==> config.mk <==
export PLATFORM = sky130hd
export DESIGN_NAME = quality_bin_run_length_encoder_flat
export DESIGN_NICKNAME = d
export VERILOG_FILES = /design/src/sv/qbrle_pkg.sv /design/src/sv/qbrle_if.sv /design/src/sv/qbrle_beat_fifo.sv /design/src/sv/quality_bin_run_length_encoder.sv /design/src/flat_wrapper.sv
export SDC_FILE = /design/constraint.sdc
export NUM_CORES = 1
export LEC_CHECK = 0
export BUFFER_PORTS_ARGS = -buffer_cell sky130_fd_sc_hd__buf_4
export CAP_MARGIN = 25
export CORE_MARGIN = 2
export CORE_UTILIZATION = 63
export CTS_BUF_LIST = sky130_fd_sc_hd__clkbuf_8
export CTS_CLUSTER_SIZE = 20
export DETAILED_ROUTE_END_ITERATION = 7
export PLACE_DENSITY = 0.82
export SYNTH_ARGS = -nofsm -noshare
export SYNTH_HDL_FRONTEND = slang
export SYNTH_SLANG_ARGS = --single-unit
export TNS_END_PERCENT = 50
==> constraint.sdc <==
create_clock -name clock -period 5.4 [get_ports clock]
set_clock_uncertainty 0.2 [all_clocks]
set_input_delay 0.81 -clock clock [delete_from_list [all_inputs] [get_ports clock]]
set_output_delay 0.81 -clock clock [all_outputs]
set_load 0.005 [all_outputs]
==> src/sv/qbrle_pkg.sv <==
`default_nettype none

package qbrle_pkg;

   // field widths
   localparam int unsigned QualityWidth = 8;
   localparam int unsigned BinWidth     = 3;
   localparam int unsigned CountWidth   = 5;
   localparam int unsigned CodeWidth    = BinWidth + CountWidth;

   // bin thresholds, highest first
   localparam logic [QualityWidth-1:0] Bin7Floor = 8'd73;
   localparam logic [QualityWidth-1:0] Bin6Floor = 8'd68;
   localparam logic [QualityWidth-1:0] Bin5Floor = 8'd63;
   localparam logic [QualityWidth-1:0] Bin4Floor = 8'd58;
   localparam logic [QualityWidth-1:0] Bin3Floor = 8'd53;
   localparam logic [QualityWidth-1:0] Bin2Floor = 8'd43;
   localparam logic [QualityWidth-1:0] Bin1Floor = 8'd35;

   // length field of a full run of 32
   localparam logic [CountWidth-1:0] RunCountMax = 5'd31;

   // output queue geometry
   localparam int unsigned FifoDepth      = 4;
   localparam int unsigned FifoPtrWidth   = 2;
   localparam int unsigned FifoCountWidth = 3;

   typedef logic [BinWidth-1:0]   bin_type;
   typedef logic [CountWidth-1:0] run_count_type;

   typedef struct packed {
      logic [CodeWidth-1:0] code;
      logic                 record_done;
      logic                 last_of_item;
   } rsp_beat_type;

   // map a raw quality byte to its bin
   function automatic bin_type bin_of(input logic [QualityWidth-1:0] q);
      bin_type b;
      priority if (q >= Bin7Floor) b = 3'd7;
      else if (q >= Bin6Floor)     b = 3'd6;
      else if (q >= Bin5Floor)     b = 3'd5;
      else if (q >= Bin4Floor)     b = 3'd4;
      else if (q >= Bin3Floor)     b = 3'd3;
      else if (q >= Bin2Floor)     b = 3'd2;
      else if (q >= Bin1Floor)     b = 3'd1;
      else                         b = 3'd0;
      return b;
   endfunction

endpackage

`default_nettype wire

==> src/sv/qbrle_if.sv <==
`default_nettype none

// quality byte channel
interface qbrle_req_if;
   logic                                valid;
   logic                                ready;
   logic [qbrle_pkg::QualityWidth-1:0] quality;
   logic                                record_end;

   modport source (output valid, output quality, output record_end, input ready);
   modport sink   (input valid, input quality, input record_end, output ready);
endinterface

// run code channel
interface qbrle_rsp_if;
   logic                             valid;
   logic                             ready;
   logic [qbrle_pkg::CodeWidth-1:0] code;
   logic                             record_done;
   logic                             last_of_item;

   modport source (output valid, output code, output record_done, output last_of_item,
                   input ready);
   modport sink   (input valid, input code, input record_done, input last_of_item,
                   output ready);
endinterface

`default_nettype wire

==> src/sv/qbrle_beat_fifo.sv <==
`default_nettype none

module qbrle_beat_fifo (
   input  logic                    clock,
   input  logic                    reset,
   input  logic [1:0]              push_count,
   input  qbrle_pkg::rsp_beat_type [1:0] push_beat,
   output logic                    room,
   output logic                    out_valid,
   output qbrle_pkg::rsp_beat_type out_beat,
   input  logic                    out_ready
);
   import qbrle_pkg::*;

   rsp_beat_type                entry_ff [FifoDepth];
   logic [FifoPtrWidth-1:0]     wr_ptr_ff, wr_ptr_in;
   logic [FifoPtrWidth-1:0]     rd_ptr_ff, rd_ptr_in;
   logic [FifoCountWidth-1:0]   count_ff, count_in;
   logic                        pop;
   logic [FifoPtrWidth-1:0]     wr_ptr_next;

   assign pop         = out_valid & out_ready;
   assign out_valid   = (count_ff != '0);
   assign out_beat    = entry_ff[rd_ptr_ff];
   // room for a pair of beats
   assign room        = (count_ff <= FifoCountWidth'(FifoDepth - 2));
   assign wr_ptr_next = wr_ptr_ff + FifoPtrWidth'(1);

   always_comb begin
      wr_ptr_in = wr_ptr_ff + FifoPtrWidth'(push_count);
      rd_ptr_in = rd_ptr_ff + FifoPtrWidth'(pop);
      count_in  = count_ff + FifoCountWidth'(push_count) - FifoCountWidth'(pop);
   end

   // advance pointers and fill level
   always_ff @(posedge clock) begin
      if (reset) begin
         wr_ptr_ff <= '0;
         rd_ptr_ff <= '0;
         count_ff  <= '0;
      end else begin
         wr_ptr_ff <= wr_ptr_in;
         rd_ptr_ff <= rd_ptr_in;
         count_ff  <= count_in;
      end
   end

   // write up to two beats at consecutive slots
   always_ff @(posedge clock) begin
      if (push_count != 2'd0) begin
         entry_ff[wr_ptr_ff] <= push_beat[0];
      end
      if (push_count == 2'd2) begin
         entry_ff[wr_ptr_next] <= push_beat[1];
      end
   end

endmodule

`default_nettype wire

==> src/sv/quality_bin_run_length_encoder.sv <==
// Quality-score binning run-length encoder. Each req beat carries one raw
// quality byte and a record_end flag; each byte is binned into one of eight
// bins and runs of equal bins come out on rsp as (bin << 5) | (length - 1),
// with a run cut at 32 bytes and flushed at record end. One byte is taken
// per cycle while the queue has room: the byte is registered, then binned
// and merged into the open run, and its codes are written into a four-beat
// output queue. Each byte is held in the input register, and its codes in the
// output queue, before those codes are valid on rsp.
// A byte makes zero, one or two codes; two only when it changes bin and ends
// its record, so sustained throughput is one byte per cycle as long as the
// rsp side takes one beat per cycle, and req stalls only when the queue
// cannot hold two more beats.
`default_nettype none

module quality_bin_run_length_encoder (
   input  logic        clock,
   input  logic        reset,
   qbrle_req_if.sink   req_chan,
   qbrle_rsp_if.source rsp_chan
);
   import qbrle_pkg::*;

   // input register
   logic                    s1_valid_ff;
   logic [QualityWidth-1:0] s1_quality_ff;
   logic                    s1_record_end_ff;
   logic                    s1_advance;
   logic                    req_take;

   // run state
   bin_type       run_bin_ff, run_bin_in;
   run_count_type run_count_ff, run_count_in;
   logic          run_open_ff, run_open_in;

   // per-byte working values
   bin_type       bin;
   logic          same_bin;
   run_count_type count_inc;
   bin_type       mid_bin;
   run_count_type mid_count;
   logic          mid_open;
   logic          first_valid;
   logic [CodeWidth-1:0] first_code;
   logic          flush_valid;
   logic [CodeWidth-1:0] flush_code;

   // queue side
   logic               fifo_room;
   logic [1:0]         push_count;
   rsp_beat_type [1:0] push_beat;
   rsp_beat_type       out_beat;

   assign s1_advance     = s1_valid_ff & fifo_room;
   assign req_chan.ready = ~s1_valid_ff | s1_advance;
   assign req_take       = req_chan.valid & req_chan.ready;

   // hold the accepted beat
   always_ff @(posedge clock) begin
      if (reset) begin
         s1_valid_ff <= 1'b0;
      end else if (req_chan.ready) begin
         s1_valid_ff <= req_chan.valid;
      end
   end

   always_ff @(posedge clock) begin
      if (req_take) begin
         s1_quality_ff    <= req_chan.quality;
         s1_record_end_ff <= req_chan.record_end;
      end
   end

   // bin the byte and merge it into the open run
   always_comb begin
      bin         = bin_of(s1_quality_ff);
      same_bin    = run_open_ff & (bin == run_bin_ff);
      count_inc   = run_count_ff + CountWidth'(1);
      mid_bin     = run_bin_ff;
      mid_count   = run_count_ff;
      mid_open    = run_open_ff;
      first_valid = 1'b0;
      first_code  = {run_bin_ff, run_count_ff};

      if (same_bin) begin
         if (count_inc == RunCountMax) begin
            // run of 32: emit and close
            first_valid = 1'b1;
            first_code  = {run_bin_ff, RunCountMax};
            mid_open    = 1'b0;
            mid_count   = '0;
         end else begin
            mid_count = count_inc;
         end
      end else begin
         // bin change: close the old run, open a new one
         first_valid = run_open_ff;
         mid_bin     = bin;
         mid_count   = '0;
         mid_open    = 1'b1;
      end

      // flush whatever is open at record end
      flush_valid = s1_record_end_ff & mid_open;
      flush_code  = {mid_bin, mid_count};

      run_bin_in = mid_bin;
      if (s1_record_end_ff) begin
         run_open_in  = 1'b0;
         run_count_in = '0;
      end else begin
         run_open_in  = mid_open;
         run_count_in = mid_count;
      end
   end

   // build the beats for the queue
   always_comb begin
      push_beat[0].code         = first_valid ? first_code : flush_code;
      push_beat[0].record_done  = s1_record_end_ff & ~(first_valid & flush_valid);
      push_beat[0].last_of_item = ~(first_valid & flush_valid);
      push_beat[1].code         = flush_code;
      push_beat[1].record_done  = 1'b1;
      push_beat[1].last_of_item = 1'b1;

      if (s1_advance) begin
         push_count = 2'(first_valid) + 2'(flush_valid);
      end else begin
         push_count = 2'd0;
      end
   end

   // advance the run state
   always_ff @(posedge clock) begin
      if (reset) begin
         run_bin_ff   <= '0;
         run_count_ff <= '0;
         run_open_ff  <= 1'b0;
      end else if (s1_advance) begin
         run_bin_ff   <= run_bin_in;
         run_count_ff <= run_count_in;
         run_open_ff  <= run_open_in;
      end
   end

   qbrle_beat_fifo u_fifo (
      .clock      (clock),
      .reset      (reset),
      .push_count (push_count),
      .push_beat  (push_beat),
      .room       (fifo_room),
      .out_valid  (rsp_chan.valid),
      .out_beat   (out_beat),
      .out_ready  (rsp_chan.ready)
   );

   assign rsp_chan.code         = out_beat.code;
   assign rsp_chan.record_done  = out_beat.record_done;
   assign rsp_chan.last_of_item = out_beat.last_of_item;

endmodule

`default_nettype wire

==> src/flat_wrapper.sv <==
// flat-port wrapper written by rule: the top's interface ports become plain ports
module quality_bin_run_length_encoder_flat import qbrle_pkg::*;
  (clock, reset, req_chan_valid, req_chan_quality, req_chan_record_end, req_chan_ready, rsp_chan_valid, rsp_chan_code, rsp_chan_record_done, rsp_chan_last_of_item, rsp_chan_ready);
  qbrle_req_if req_chan_i ();
  qbrle_rsp_if rsp_chan_i ();
  input  logic clock;
  input  logic reset;
  input wire logic [$bits(req_chan_i.valid)-1:0] req_chan_valid;
  input wire logic [$bits(req_chan_i.quality)-1:0] req_chan_quality;
  input wire logic [$bits(req_chan_i.record_end)-1:0] req_chan_record_end;
  output wire logic [$bits(req_chan_i.ready)-1:0] req_chan_ready;
  output wire logic [$bits(rsp_chan_i.valid)-1:0] rsp_chan_valid;
  output wire logic [$bits(rsp_chan_i.code)-1:0] rsp_chan_code;
  output wire logic [$bits(rsp_chan_i.record_done)-1:0] rsp_chan_record_done;
  output wire logic [$bits(rsp_chan_i.last_of_item)-1:0] rsp_chan_last_of_item;
  input wire logic [$bits(rsp_chan_i.ready)-1:0] rsp_chan_ready;
  assign req_chan_i.valid = req_chan_valid;
  assign req_chan_i.quality = req_chan_quality;
  assign req_chan_i.record_end = req_chan_record_end;
  assign req_chan_ready = req_chan_i.ready;
  assign rsp_chan_valid = rsp_chan_i.valid;
  assign rsp_chan_code = rsp_chan_i.code;
  assign rsp_chan_record_done = rsp_chan_i.record_done;
  assign rsp_chan_last_of_item = rsp_chan_i.last_of_item;
  assign rsp_chan_i.ready = rsp_chan_ready;
  quality_bin_run_length_encoder u_core (.clock(clock), .reset(reset), .req_chan(req_chan_i), .rsp_chan(rsp_chan_i));
endmodule
* Word-level counts from Yosys, hierarchy flattened
Memories as Yosys holds them, arrays and structs flattened. A register that Yosys moved wholly into a read port is not among the register bits.
Cells that the tools add are included.
** Operators by class
- Add/subtract/negate cells :: 7
- $lt $le $gt $ge :: 8
- Eq/ne operators :: 3
- Muxes and demuxes :: 25
- Bitwise logic cells :: 10
- Reduce and logical (&&, ||, !) cells :: 2
** Operator list (count)
- >= comparator 8 x 6 -> 1 bit (second input constant) :: 5
- two-way mux 5 bit :: 5
- two-way mux 3 bit :: 7
- >= comparator 8 x 7 -> 1 bit (second input constant) :: 2
- two-way mux 1 bit :: 10
- two-way mux 8 bit :: 1
- bitwise AND 1 bit :: 7
- adder 5 x 1 -> 5 bit (second input constant) :: 1
- equality test 5 bit (second input constant) :: 1
- two-way mux 2 bit :: 2
- adder 3 x 2 -> 3 bit :: 1
- equality test 3 bit :: 1
- <= comparator 3 x 2 -> 1 bit (second input constant) :: 1
- nonzero test 3 bit :: 1
- subtractor 3 x 1 -> 3 bit :: 1
- adder 1 x 1 -> 2 bit :: 1
- adder 2 x 1 -> 2 bit :: 1
- adder 2 x 1 -> 2 bit (second input constant) :: 1
- adder 2 bit :: 1
- equality test 2 bit (second input constant) :: 1
- NOT 1 bit :: 2
- nonzero test 2 bit :: 1
- bitwise OR 1 bit :: 1
** Storage, ports and cells
- Flip-flop bits (word level) :: 26
- RAM bits :: 40
- Input port bits :: 13
- Output and inout bits :: 12
- Logic and storage cells :: 65
- Memories kept :: 1
** Memories
- u_core.u_fifo.entry_ff :: words 4, width 10, read ports 1, clocked after memory_dff 1, wr ports 2, line qbrle_beat_fifo.sv:15 : rsp_beat_type entry_ff [FifoDepth];

* Longest topological paths before layout
Gate-level depths: netlist of the first run.
- Word-level depth :: 17
- Gate-level depth with buffers :: 19
- Depth with buffers taken out :: 16

* Hierarchy
From an unflattened synthesis of the first run, not the netlist that was laid out.
** Second synthesis, totals
- Cells, all modules :: 310
- Area total of the unflattened synthesis :: 3976.3 µm²
** By module, submodules not included
- qbrle_beat_fifo :: times used 1, cells each 145, area an instance 2533.7 µm², sequential area each 1341.3 µm²
- quality_bin_run_length_encoder :: times used 1, cells each 165, area an instance 1442.6 µm², sequential area each 470.5 µm²

* Worst setup path before layout of the first run
No wires, ideal clock.
- Kind :: flip-flop to flip-flop
- Start point :: register u_core.s1_quality_ff[2]
- End point :: register u_core.u_fifo.count_ff[2]
- Setup time :: 128 ps
- Arrival time :: 3847 ps
- Data required time :: 5072 ps
- Setup slack :: 1226 ps
- Cell stages (with the launch flop) :: 20
- Buffers on the path :: 3
- Clock period less this slack :: 4174 ps
- Cell sequence :: edfxtp_1 -> buf_6 -> or4_1 -> a21oi_2 -> and2_4 -> o211a_4 -> nand3_2 -> buf_6 -> and2_1 -> ha_1 -> clkbuf_1 -> nand2_1 -> ha_1 -> inv_1 -> ha_1 -> inv_1 -> fa_1 -> xnor2_1 -> xnor2_1 -> nor2_1
** Between the ends
- Longest elaborated chain between the ends :: 16
- Elaborated cells on any way between the ends :: 23
- Classes of those cells :: 3 x add/sub; 7 x order compare; 1 x eq/ne; 10 x mux; 2 x bitwise
** Ends and longest elaborated chain
- start: declaration :: line quality_bin_run_length_encoder.sv:25 : logic [QualityWidth-1:0] s1_quality_ff;
- start signal: assignment :: line quality_bin_run_length_encoder.sv:68 : s1_quality_ff <= req_chan.quality;
- >= comparator 8 x 6 -> 1 bit :: line qbrle_pkg.sv:46 : else if (q >= Bin1Floor) b = 3'd1;
- two-way mux 1 bit :: line qbrle_pkg.sv:46
- two-way mux 3 bit :: line qbrle_pkg.sv:45 : else if (q >= Bin2Floor) b = 3'd2;
- two-way mux 3 bit :: line qbrle_pkg.sv:44 : else if (q >= Bin3Floor) b = 3'd3;
- two-way mux 3 bit :: line qbrle_pkg.sv:43 : else if (q >= Bin4Floor) b = 3'd4;
- two-way mux 3 bit :: line qbrle_pkg.sv:42 : else if (q >= Bin5Floor) b = 3'd5;
- two-way mux 3 bit :: line qbrle_pkg.sv:41 : else if (q >= Bin6Floor) b = 3'd6;
- two-way mux 3 bit * :: line qbrle_pkg.sv:40 : priority if (q >= Bin7Floor) b = 3'd7;
- equality test 3 bit * :: line quality_bin_run_length_encoder.sv:76 : same_bin = run_open_ff & (bin == run_bin_ff);
- bitwise AND 1 bit * :: line quality_bin_run_length_encoder.sv:76
- two-way mux 1 bit :: line quality_bin_run_length_encoder.sv:84 : if (same_bin) begin
- bitwise AND 1 bit :: line quality_bin_run_length_encoder.sv:103 : flush_valid = s1_record_end_ff & mid_open;
- adder 1 x 1 -> 2 bit * :: line quality_bin_run_length_encoder.sv:126 : push_count = 2'(first_valid) + 2'(flush_valid);
- two-way mux 2 bit * :: line quality_bin_run_length_encoder.sv:125 : if (s1_advance) begin
- adder 3 x 2 -> 3 bit * :: line qbrle_beat_fifo.sv:32 : count_in = count_ff + FifoCountWidth'(push_count) - FifoCountWidth'(pop);
- subtractor 3 x 1 -> 3 bit * :: line qbrle_beat_fifo.sv:32
- end signal: assignment :: line qbrle_beat_fifo.sv:44 : count_ff <= count_in;
- end: declaration :: line qbrle_beat_fifo.sv:18 : logic [FifoCountWidth-1:0] count_ff, count_in;
Every way passes the cells marked *; elsewhere a longest branch is shown, timed or not.
A chain may end at the register's enable or synchronous reset.

==> results of run 1 <==
-- power groups by stage --
| stage | Clock [mW] | Sequential [mW] | Combinational [mW] |
|---|---|---|---|
| 3_3_place_gp | 0 | 0.658 | 0.313 |
| 6_report | 0.367 | 0.651 | 0.321 |
| 5_1_grt | 0.388 | 0.660 | 0.357 |
| 3_5_place_dp | 0 | 0.662 | 0.322 |
| 4_1_cts | 0.368 | 0.652 | 0.323 |
| 2_1_floorplan | 0 | 0.615 | 0.264 |
-- metal layers --
layer  vias up  wire length, µm
met4         0              217
li1       1387                -
met1      1400             3670
met3        16              466
met2       131             4030
met5         -                0
-- critical path, stage by stage, from the launching register on --
cell and delay [ns]:
edfxtp_1 0.52, or4_4 0.56, o211ai_2 0.19, o211ai_4 0.17, xnor2_4 0.35, nand3_2 0.33
and2_1 0.28, ha_1 0.40, o21ai_0 0.50, or2_2 0.34, nand2_1 0.27, a21boi_0 0.22
-- logic make-up (layout without fill, tap and decap cells) --
kind of cell               count (synthesis)  after routing  synth area share (%)
AOI/OAI and AO/OA                         98             98                  18.0
xor gates and xnor gates                   9              9                  2.60
adders and majority gates                  9              9                  3.20
buffers and inverters                     40             56                  5.03
DFF                                       66             66                  46.1
muxes                                     11             11                  6.26
and+or+nand+nor                          132            132                  18.9
-- synthesized netlist by cell type (all sizes together), types with 2 or more instances --
master and instances:
nand3b 3, and2 10, nand3 12, o211ai 9, or2 3, dfxtp 25, o22ai 6, a21oi 27
edfxtp 41, a32o 2, xnor2 7, nand2 36, a211o 3, a21boi 4, o21ai 16, or4b 2
or3 8, nand2b 6, o211a 2, a31oi 4, o2111ai 3, clkbuf 17, nor4 2, nor2b 5
or4 4, nor3 6, a22o 4, buf 9, mux4 10, o31ai 3, nand4 6, xor2 2
o21a 5, or3b 3, a211oi 3, ha 8, inv 14, nor2 23
-- per-stage QoR --
step,instance area (µm²),instances,power (mW)
6_report,4080,456,1.34
5_1_grt,4080,456,1.41
4_1_cts,4080,456,1.34
3_5_place_dp,3910,440,0.984
3_3_place_gp,3910,440,0.971
2_1_floorplan,3760,365,0.879
-- cell type report --
class	count	share of cell area, %
inverter	14	1.29
clock buffer	10	3.37
timing repair buffer	26	4.78
tap	75	2.30
sequential	66	42.4
clock inverter	6	0.828
multi-input combinational	259	45.0
-- sequential cells by signal (all words and copies together) (netlist names) --
name                     count
u_core.u_fifo.rd_ptr_ff      2
u_core.s1_valid_ff           1
u_core.u_fifo.entry_ff      40
u_core.run_count_ff          5
u_core.s1_quality_ff         8
u_core.run_open_ff           1
u_core.u_fifo.wr_ptr_ff      2
u_core.s1_record_end_ff      1
u_core.run_bin_ff            3
u_core.u_fifo.count_ff       3
-- path summary, 6_finish.rpt --
path                                   to
max reg2reg  u_core.u_fifo.entry_ff[2][6]
min reg2reg  u_core.u_fifo.entry_ff[3][1]
min          u_core.u_fifo.entry_ff[3][1]
max          u_core.u_fifo.entry_ff[2][6]
==> impl_metrics.env, run 1 <==
export IMPL_status="finished clean"
export IMPL_r2r_slack_ns=0.78
export IMPL_cts_repair_resized=0
export IMPL_leakagePower_nw=1.43
export IMPL_p_switching_mw=0.403
export IMPL_synth_nets=387
export IMPL_postLayoutSetupSlackWorst_ns=0.775
export IMPL_grt_use_met3_pct=5.78
export IMPL_place_gp_congestion=0.940
export IMPL_use_met2_pct=42.6
export IMPL_synth_area_mm2=0.00376
export IMPL_dieHeight_um=81.2
export IMPL_combPwrFrac_pct=24.0
export IMPL_final_setup_tns_ns=0
export IMPL_clkLatencyLatePin_ns=0.35
export IMPL_synthCells=365
export IMPL_drt_iter0_markers=280
export IMPL_p_int_mw=0.935
export IMPL_grt_pass1_wl_um=13500
export IMPL_yosysTopAreaCellShare_pct=32.8
export IMPL_setup_viol=0
export IMPL_ff2ff_path_depth=11
export IMPL_clk_path_buf_depth=2
export IMPL_wl_per_cell_um=18.4
export IMPL_slew_violations=0
export IMPL_synth_main_ff_cell="edfxtp_1"
export IMPL_synth_edf_count=41
export IMPL_final_nets=398
export IMPL_routed_wl_um=8380
export IMPL_ant_nets=0
export IMPL_antenna_found_initial=0
export IMPL_overflow=0
export IMPL_routed_via_density=6.43
export IMPL_hold_path_depth=2
export IMPL_fin_crit_sh_pct=85.6
export IMPL_grt_usage_pct=27.9
export IMPL_holdBufCountCts=0
export IMPL_hpwl_um=6100
export IMPL_multi_input_area_mm2=0.00184
export IMPL_fillers=434
export IMPL_seq_area_mm2=0.00173
export IMPL_diodes=0
export IMPL_timing_fmax_mhz=216
export IMPL_swShare_pct=30.1
export IMPL_io_buffers=24
export IMPL_io_pins=25
export IMPL_ys_seq_elements=66
export IMPL_clock_sinks=66
export IMPL_hold_slack_ns=0.300
export IMPL_seqPwrFrac_pct=48.6
export IMPL_cts_root_buffer="clkbuf_8"
export IMPL_dieArea_mm2=0.00660
export IMPL_required_ns=5.28
export IMPL_final_cell_mix="41 x edfxtp_1, 35 x nand2_1, 26 x a21oi_1, 26 x buf_4, 25 x dfxtp_1"
export IMPL_placementRows=28
export IMPL_startpoint_type="flop"
export IMPL_ir_drop_uv=254
export IMPL_grt_max_degree=24
export IMPL_core_mm2=0.00585
export IMPL_dp_slack_ns=0.850
export IMPL_drc=0
export IMPL_postLayoutCoreUtil_pct=69.7
export IMPL_numCtsBuffers=9
export IMPL_worstHoldStart="u_core.u_fifo.entry_ff[3][1]"
export IMPL_yosysWarnings=0
export IMPL_drive_above_1_share_pct=17.1
export IMPL_worstPathArrival_ns=4.51
export IMPL_postCtsSetupBuffers=0
export IMPL_final_common_cell="edfxtp_1"
export IMPL_critPathKind="flop to flop"
export IMPL_ys_seq_area_share_pct=46.1
export IMPL_synth_area_leaders="edfxtp_1 33%, dfxtp_1 13%, mux4_2 6.0%"
export IMPL_power_density_mw_per_mm2=328
export IMPL_cap_violations=0
export IMPL_startpoint="u_core.s1_quality_ff[1]"
export IMPL_grt_busiest_layer="met2"
export IMPL_critPathCaptureType="flop"
export IMPL_vias=2934
export IMPL_synthArstFlopShare_pct=0
export IMPL_min_path_type="flop to flop"
export IMPL_syn_area_per_cell_um2=10.3
export IMPL_area_delta_synth_final_pct=8.63
export IMPL_drtPass1Iterations=5
export IMPL_initial_core_util_pct=64.2
export IMPL_cp_max_fo=16
export IMPL_grtUsageMet1_pct=38.6
export IMPL_synth_distinct_cells=63
export IMPL_grt_pass1_vias=2589
export IMPL_relSlewSlack_pct=50.8
export IMPL_path_clk_slew_ns=0.07
export IMPL_p_clk_share_pct=27.4
export IMPL_cts_tree="built"
export IMPL_htree_levels=3
export IMPL_rsz0062_at_grt="false"
export IMPL_timing_rr_start="u_core.s1_quality_ff[1]"
export IMPL_hold_viol=0
export IMPL_synth_top_cell_by_area="edfxtp_1"
export IMPL_fp_dieW_um=81.2
export IMPL_fin_crit_ns=4.62
export IMPL_tightest_slew_ns=0.737
Power figures use the tool's default switching activity.
==> run 2: changes to the inputs <==
--- a/config.mk
+++ b/config.mk
@@ -5,14 +5,15 @@
 export SDC_FILE = /design/constraint.sdc
 export NUM_CORES = 1
 export LEC_CHECK = 0
+export ABC_AREA = 1
 export BUFFER_PORTS_ARGS = -buffer_cell sky130_fd_sc_hd__buf_4
 export CAP_MARGIN = 25
 export CORE_MARGIN = 2
-export CORE_UTILIZATION = 63
+export CORE_UTILIZATION = 50
 export CTS_BUF_LIST = sky130_fd_sc_hd__clkbuf_8
 export CTS_CLUSTER_SIZE = 20
 export DETAILED_ROUTE_END_ITERATION = 7
-export PLACE_DENSITY = 0.82
+export PLACE_DENSITY = 0.68
 export SYNTH_ARGS = -nofsm -noshare
 export SYNTH_HDL_FRONTEND = slang
 export SYNTH_SLANG_ARGS = --single-unit
==> impl_metrics.env, run 2 <==
export IMPL_status="finished clean"
export IMPL_crit_chain="nor2_4, nand2_4, inv_2, nand2_2, a21oi_4, inv_2, nand2_2, nand2_4, nor2_8, nand3_4, o21ai_1, inv_1, ha_1, inv_1, nor2_1, nor2_1, inv_2, nand2_1, nand2_1, nand2_1, a21oi_1"
export IMPL_ys_top_cells_by_count="89 x nand2_1, 51 x inv_1, 50 x nor2_1"
export IMPL_largest_reg_flops=40
export IMPL_required_ns=5.37
export IMPL_final_nets=482
export IMPL_dieArea_mm2=0.00810
export IMPL_relSlewSlack_pct=55.1
export IMPL_power_density_mw_per_mm2=356
export IMPL_postCtsSetupBuffers=0
export IMPL_drive_above_1_share_pct=17.8
export IMPL_wl_per_cell_um=14.6
export IMPL_vias=3013
export IMPL_synthCells=434
export IMPL_fin_crit_sh_pct=76.4
export IMPL_dieHeight_um=90.0
export IMPL_cts_root_buffer="clkbuf_8"
export IMPL_cpPeakStageDelay_ns=0.52
export IMPL_fp_dieW_um=90.0
export IMPL_worstPathArrival_ns=4.09
export IMPL_synth_nets=456
export IMPL_overflow=0
export IMPL_synth_most_common_cell="nand2_1"
export IMPL_path_clk_slew_ns=0.08
export IMPL_setup_viol=0
export IMPL_ant_nets=0
export IMPL_ys_seq_elements=66
export IMPL_hold_viol=0
export IMPL_yosysWarnings=0
export IMPL_place_gp_congestion=0.889
export IMPL_grt_pass1_wl_um=14100
export IMPL_clkLatencyLatePin_ns=0.33
export IMPL_drt_iter0_markers=204
export IMPL_slew_violations=0
export IMPL_io_buffers=24
export IMPL_rsz0062_at_grt="false"
export IMPL_ys_seq_area_share_pct=46.8
export IMPL_io_pins=25
export IMPL_clock_sinks=66
export IMPL_hpwl_um=5870
export IMPL_critPathKind="flop to flop"
export IMPL_timing_fmax_mhz=242
export IMPL_area_delta_synth_final_pct=13.0
export IMPL_routed_wl_um=8260
export IMPL_htree_levels=3
export IMPL_placementRows=31
export IMPL_synth_distinct_cells=34
export IMPL_final_setup_tns_ns=0
export IMPL_cap_violations=0
export IMPL_fin_crit_ns=4.13
export IMPL_synth_top_cell_by_area="edfxtp_1"
export IMPL_leakagePower_nw=1.59
export IMPL_synthArstFlopShare_pct=0
export IMPL_yosysTopAreaCellShare_pct=33.3
export IMPL_critPathCaptureType="flop"
export IMPL_initial_core_util_pct=51.3
export IMPL_largestRegisters="u_core.u_fifo.entry_ff: 40 flops, u_core.s1_quality_ff: 8 flops, u_core.run_count_ff: 5 flops"
export IMPL_drtPass1Iterations=4
export IMPL_ir_drop_uv=215
export IMPL_cp_max_fo=13
export IMPL_core_mm2=0.00721
export IMPL_final_common_cell="nand2_1"
export IMPL_grt_pass1_vias=2923
export IMPL_synth_edf_count=41
export IMPL_synth_area_mm2=0.00370
export IMPL_syn_area_per_cell_um2=8.52
export IMPL_antenna_found_initial=0
export IMPL_numCtsBuffers=9
export IMPL_startpoint_type="flop"
export IMPL_drc=0
export IMPL_slowest_stage="nand2_1"
export IMPL_cts_tree="built"
export IMPL_holdBufCountCts=0
export IMPL_tightest_slew_ns=0.672
export IMPL_routed_via_density=5.34
export IMPL_grt_usage_pct=21.6
export IMPL_finalPower_mw=1.49
export IMPL_largest_register="u_core.u_fifo.entry_ff"
export IMPL_final_cell_mix="89 x nand2_1, 53 x inv_1, 50 x nor2_1"
export IMPL_clk_path_buf_depth=2
export IMPL_cts_repair_resized=0
export IMPL_synth_main_ff_cell="edfxtp_1"
export IMPL_synth_area_leaders="edfxtp_1 33%, dfxtp_1 14%, nand2_1 9.0%"
export IMPL_min_path_type="flop to flop"
export IMPL_grt_max_degree=23
export IMPL_diodes=0
## run 2: changes by cell type after synthesis, moves of 10 or more
cell     delta
nand2_1    +54
inv_1      +37
nor2_1     +27
o22ai_1    +16
o21ai_0    +13
a21oi_1    +11
inv_2      +11
mux4_2     -10
## run 2: worst max-delay path: cells and delay by family, from the launching register on
kind / cells / cell delay, ns
AND/OR/NAND/NOR: 12 / 2.08
flip-flops: 1 / 0.45
AO/OA/AOI/OAI: 3 / 0.59
buffers and inverters: 5 / 0.32
adder cells (fa/ha/maj): 1 / 0.30
## run 2: report_power, final
| group | total [mW] | switching (mW) | internal [mW] | leakage, nW |
|---|---|---|---|---|
| clock network | 0.426 | 0.179 | 0.247 | 0.115 |
| logic | 0.423 | 0.244 | 0.179 | 0.917 |
| registers | 0.639 | 0.0451 | 0.594 | 0.562 |
| total | 1.49 | 0.468 | 1.02 | 1.59 |
## run 2: path summary, 6_finish.rpt
kind / startpoint / end / cells past startpoint / slack (ns)
max: u_core.s1_quality_ff[6] / u_core.u_fifo.entry_ff[2][4] / 21 / 1.27
min: u_core.u_fifo.entry_ff[1][1] / u_core.u_fifo.entry_ff[1][1] / 2 / 0.28
max reg2reg: u_core.s1_quality_ff[6] / u_core.u_fifo.entry_ff[2][4] / 21 / 1.27
min reg2reg: u_core.u_fifo.entry_ff[1][1] / u_core.u_fifo.entry_ff[1][1] / 2 / 0.28
## run 2: cell type report
cell class / instances / area (µm²)
multi-input cells: 296 / 1700
flip-flops and latches: 66 / 1730
well taps: 99 / 124
repair buffers: 25 / 188
inverters: 62 / 233
clock buffers: 12 / 165
clock inverters: 4 / 42.5
fillers: 664 / 3040
## run 2: cells by family after synthesis
logic type | count (synthesis) | share of synthesized area (%)
AND/OR/NAND/NOR | 174 | 24.8
AO/OA/AOI/OAI | 105 | 15.9
flip-flops | 66 | 46.8
adder cells (fa/ha/maj) | 9 | 3.25
buffers and inverters | 72 | 7.34
XOR/XNOR | 8 | 1.89
## run 2: per-stage QoR
| stage | util (%) | setup slack, ns | area, µm² | hold slack (ns) | cells |
|---|---|---|---|---|---|
| 6_report | 57.9 | 1.27 | 4180 | 0.277 | 564 |
| 5_1_grt | 57.9 | 0.751 | 4180 | 0.304 | 564 |
| 4_1_cts | 57.9 | 1.29 | 4180 | 0.279 | 564 |
| 3_5_place_dp | 55.0 | 1.37 | 3970 | 0.261 | 548 |
| 3_3_place_gp | 55.0 | 1.42 | 3970 | 0.261 | 548 |
| 2_1_floorplan | - | 1.71 | 3700 | 0.237 | 434 |
## run 2: routing by layer
layer  vias to the layer above  wire, µm  global-route usage (%)
met5                         -         0                       0
met2                        75      4020                    36.7
met1                      1420      3780                    28.1
met4                         0        97                    5.77
met3                         8       364                    4.53
li1                       1510         -                       -
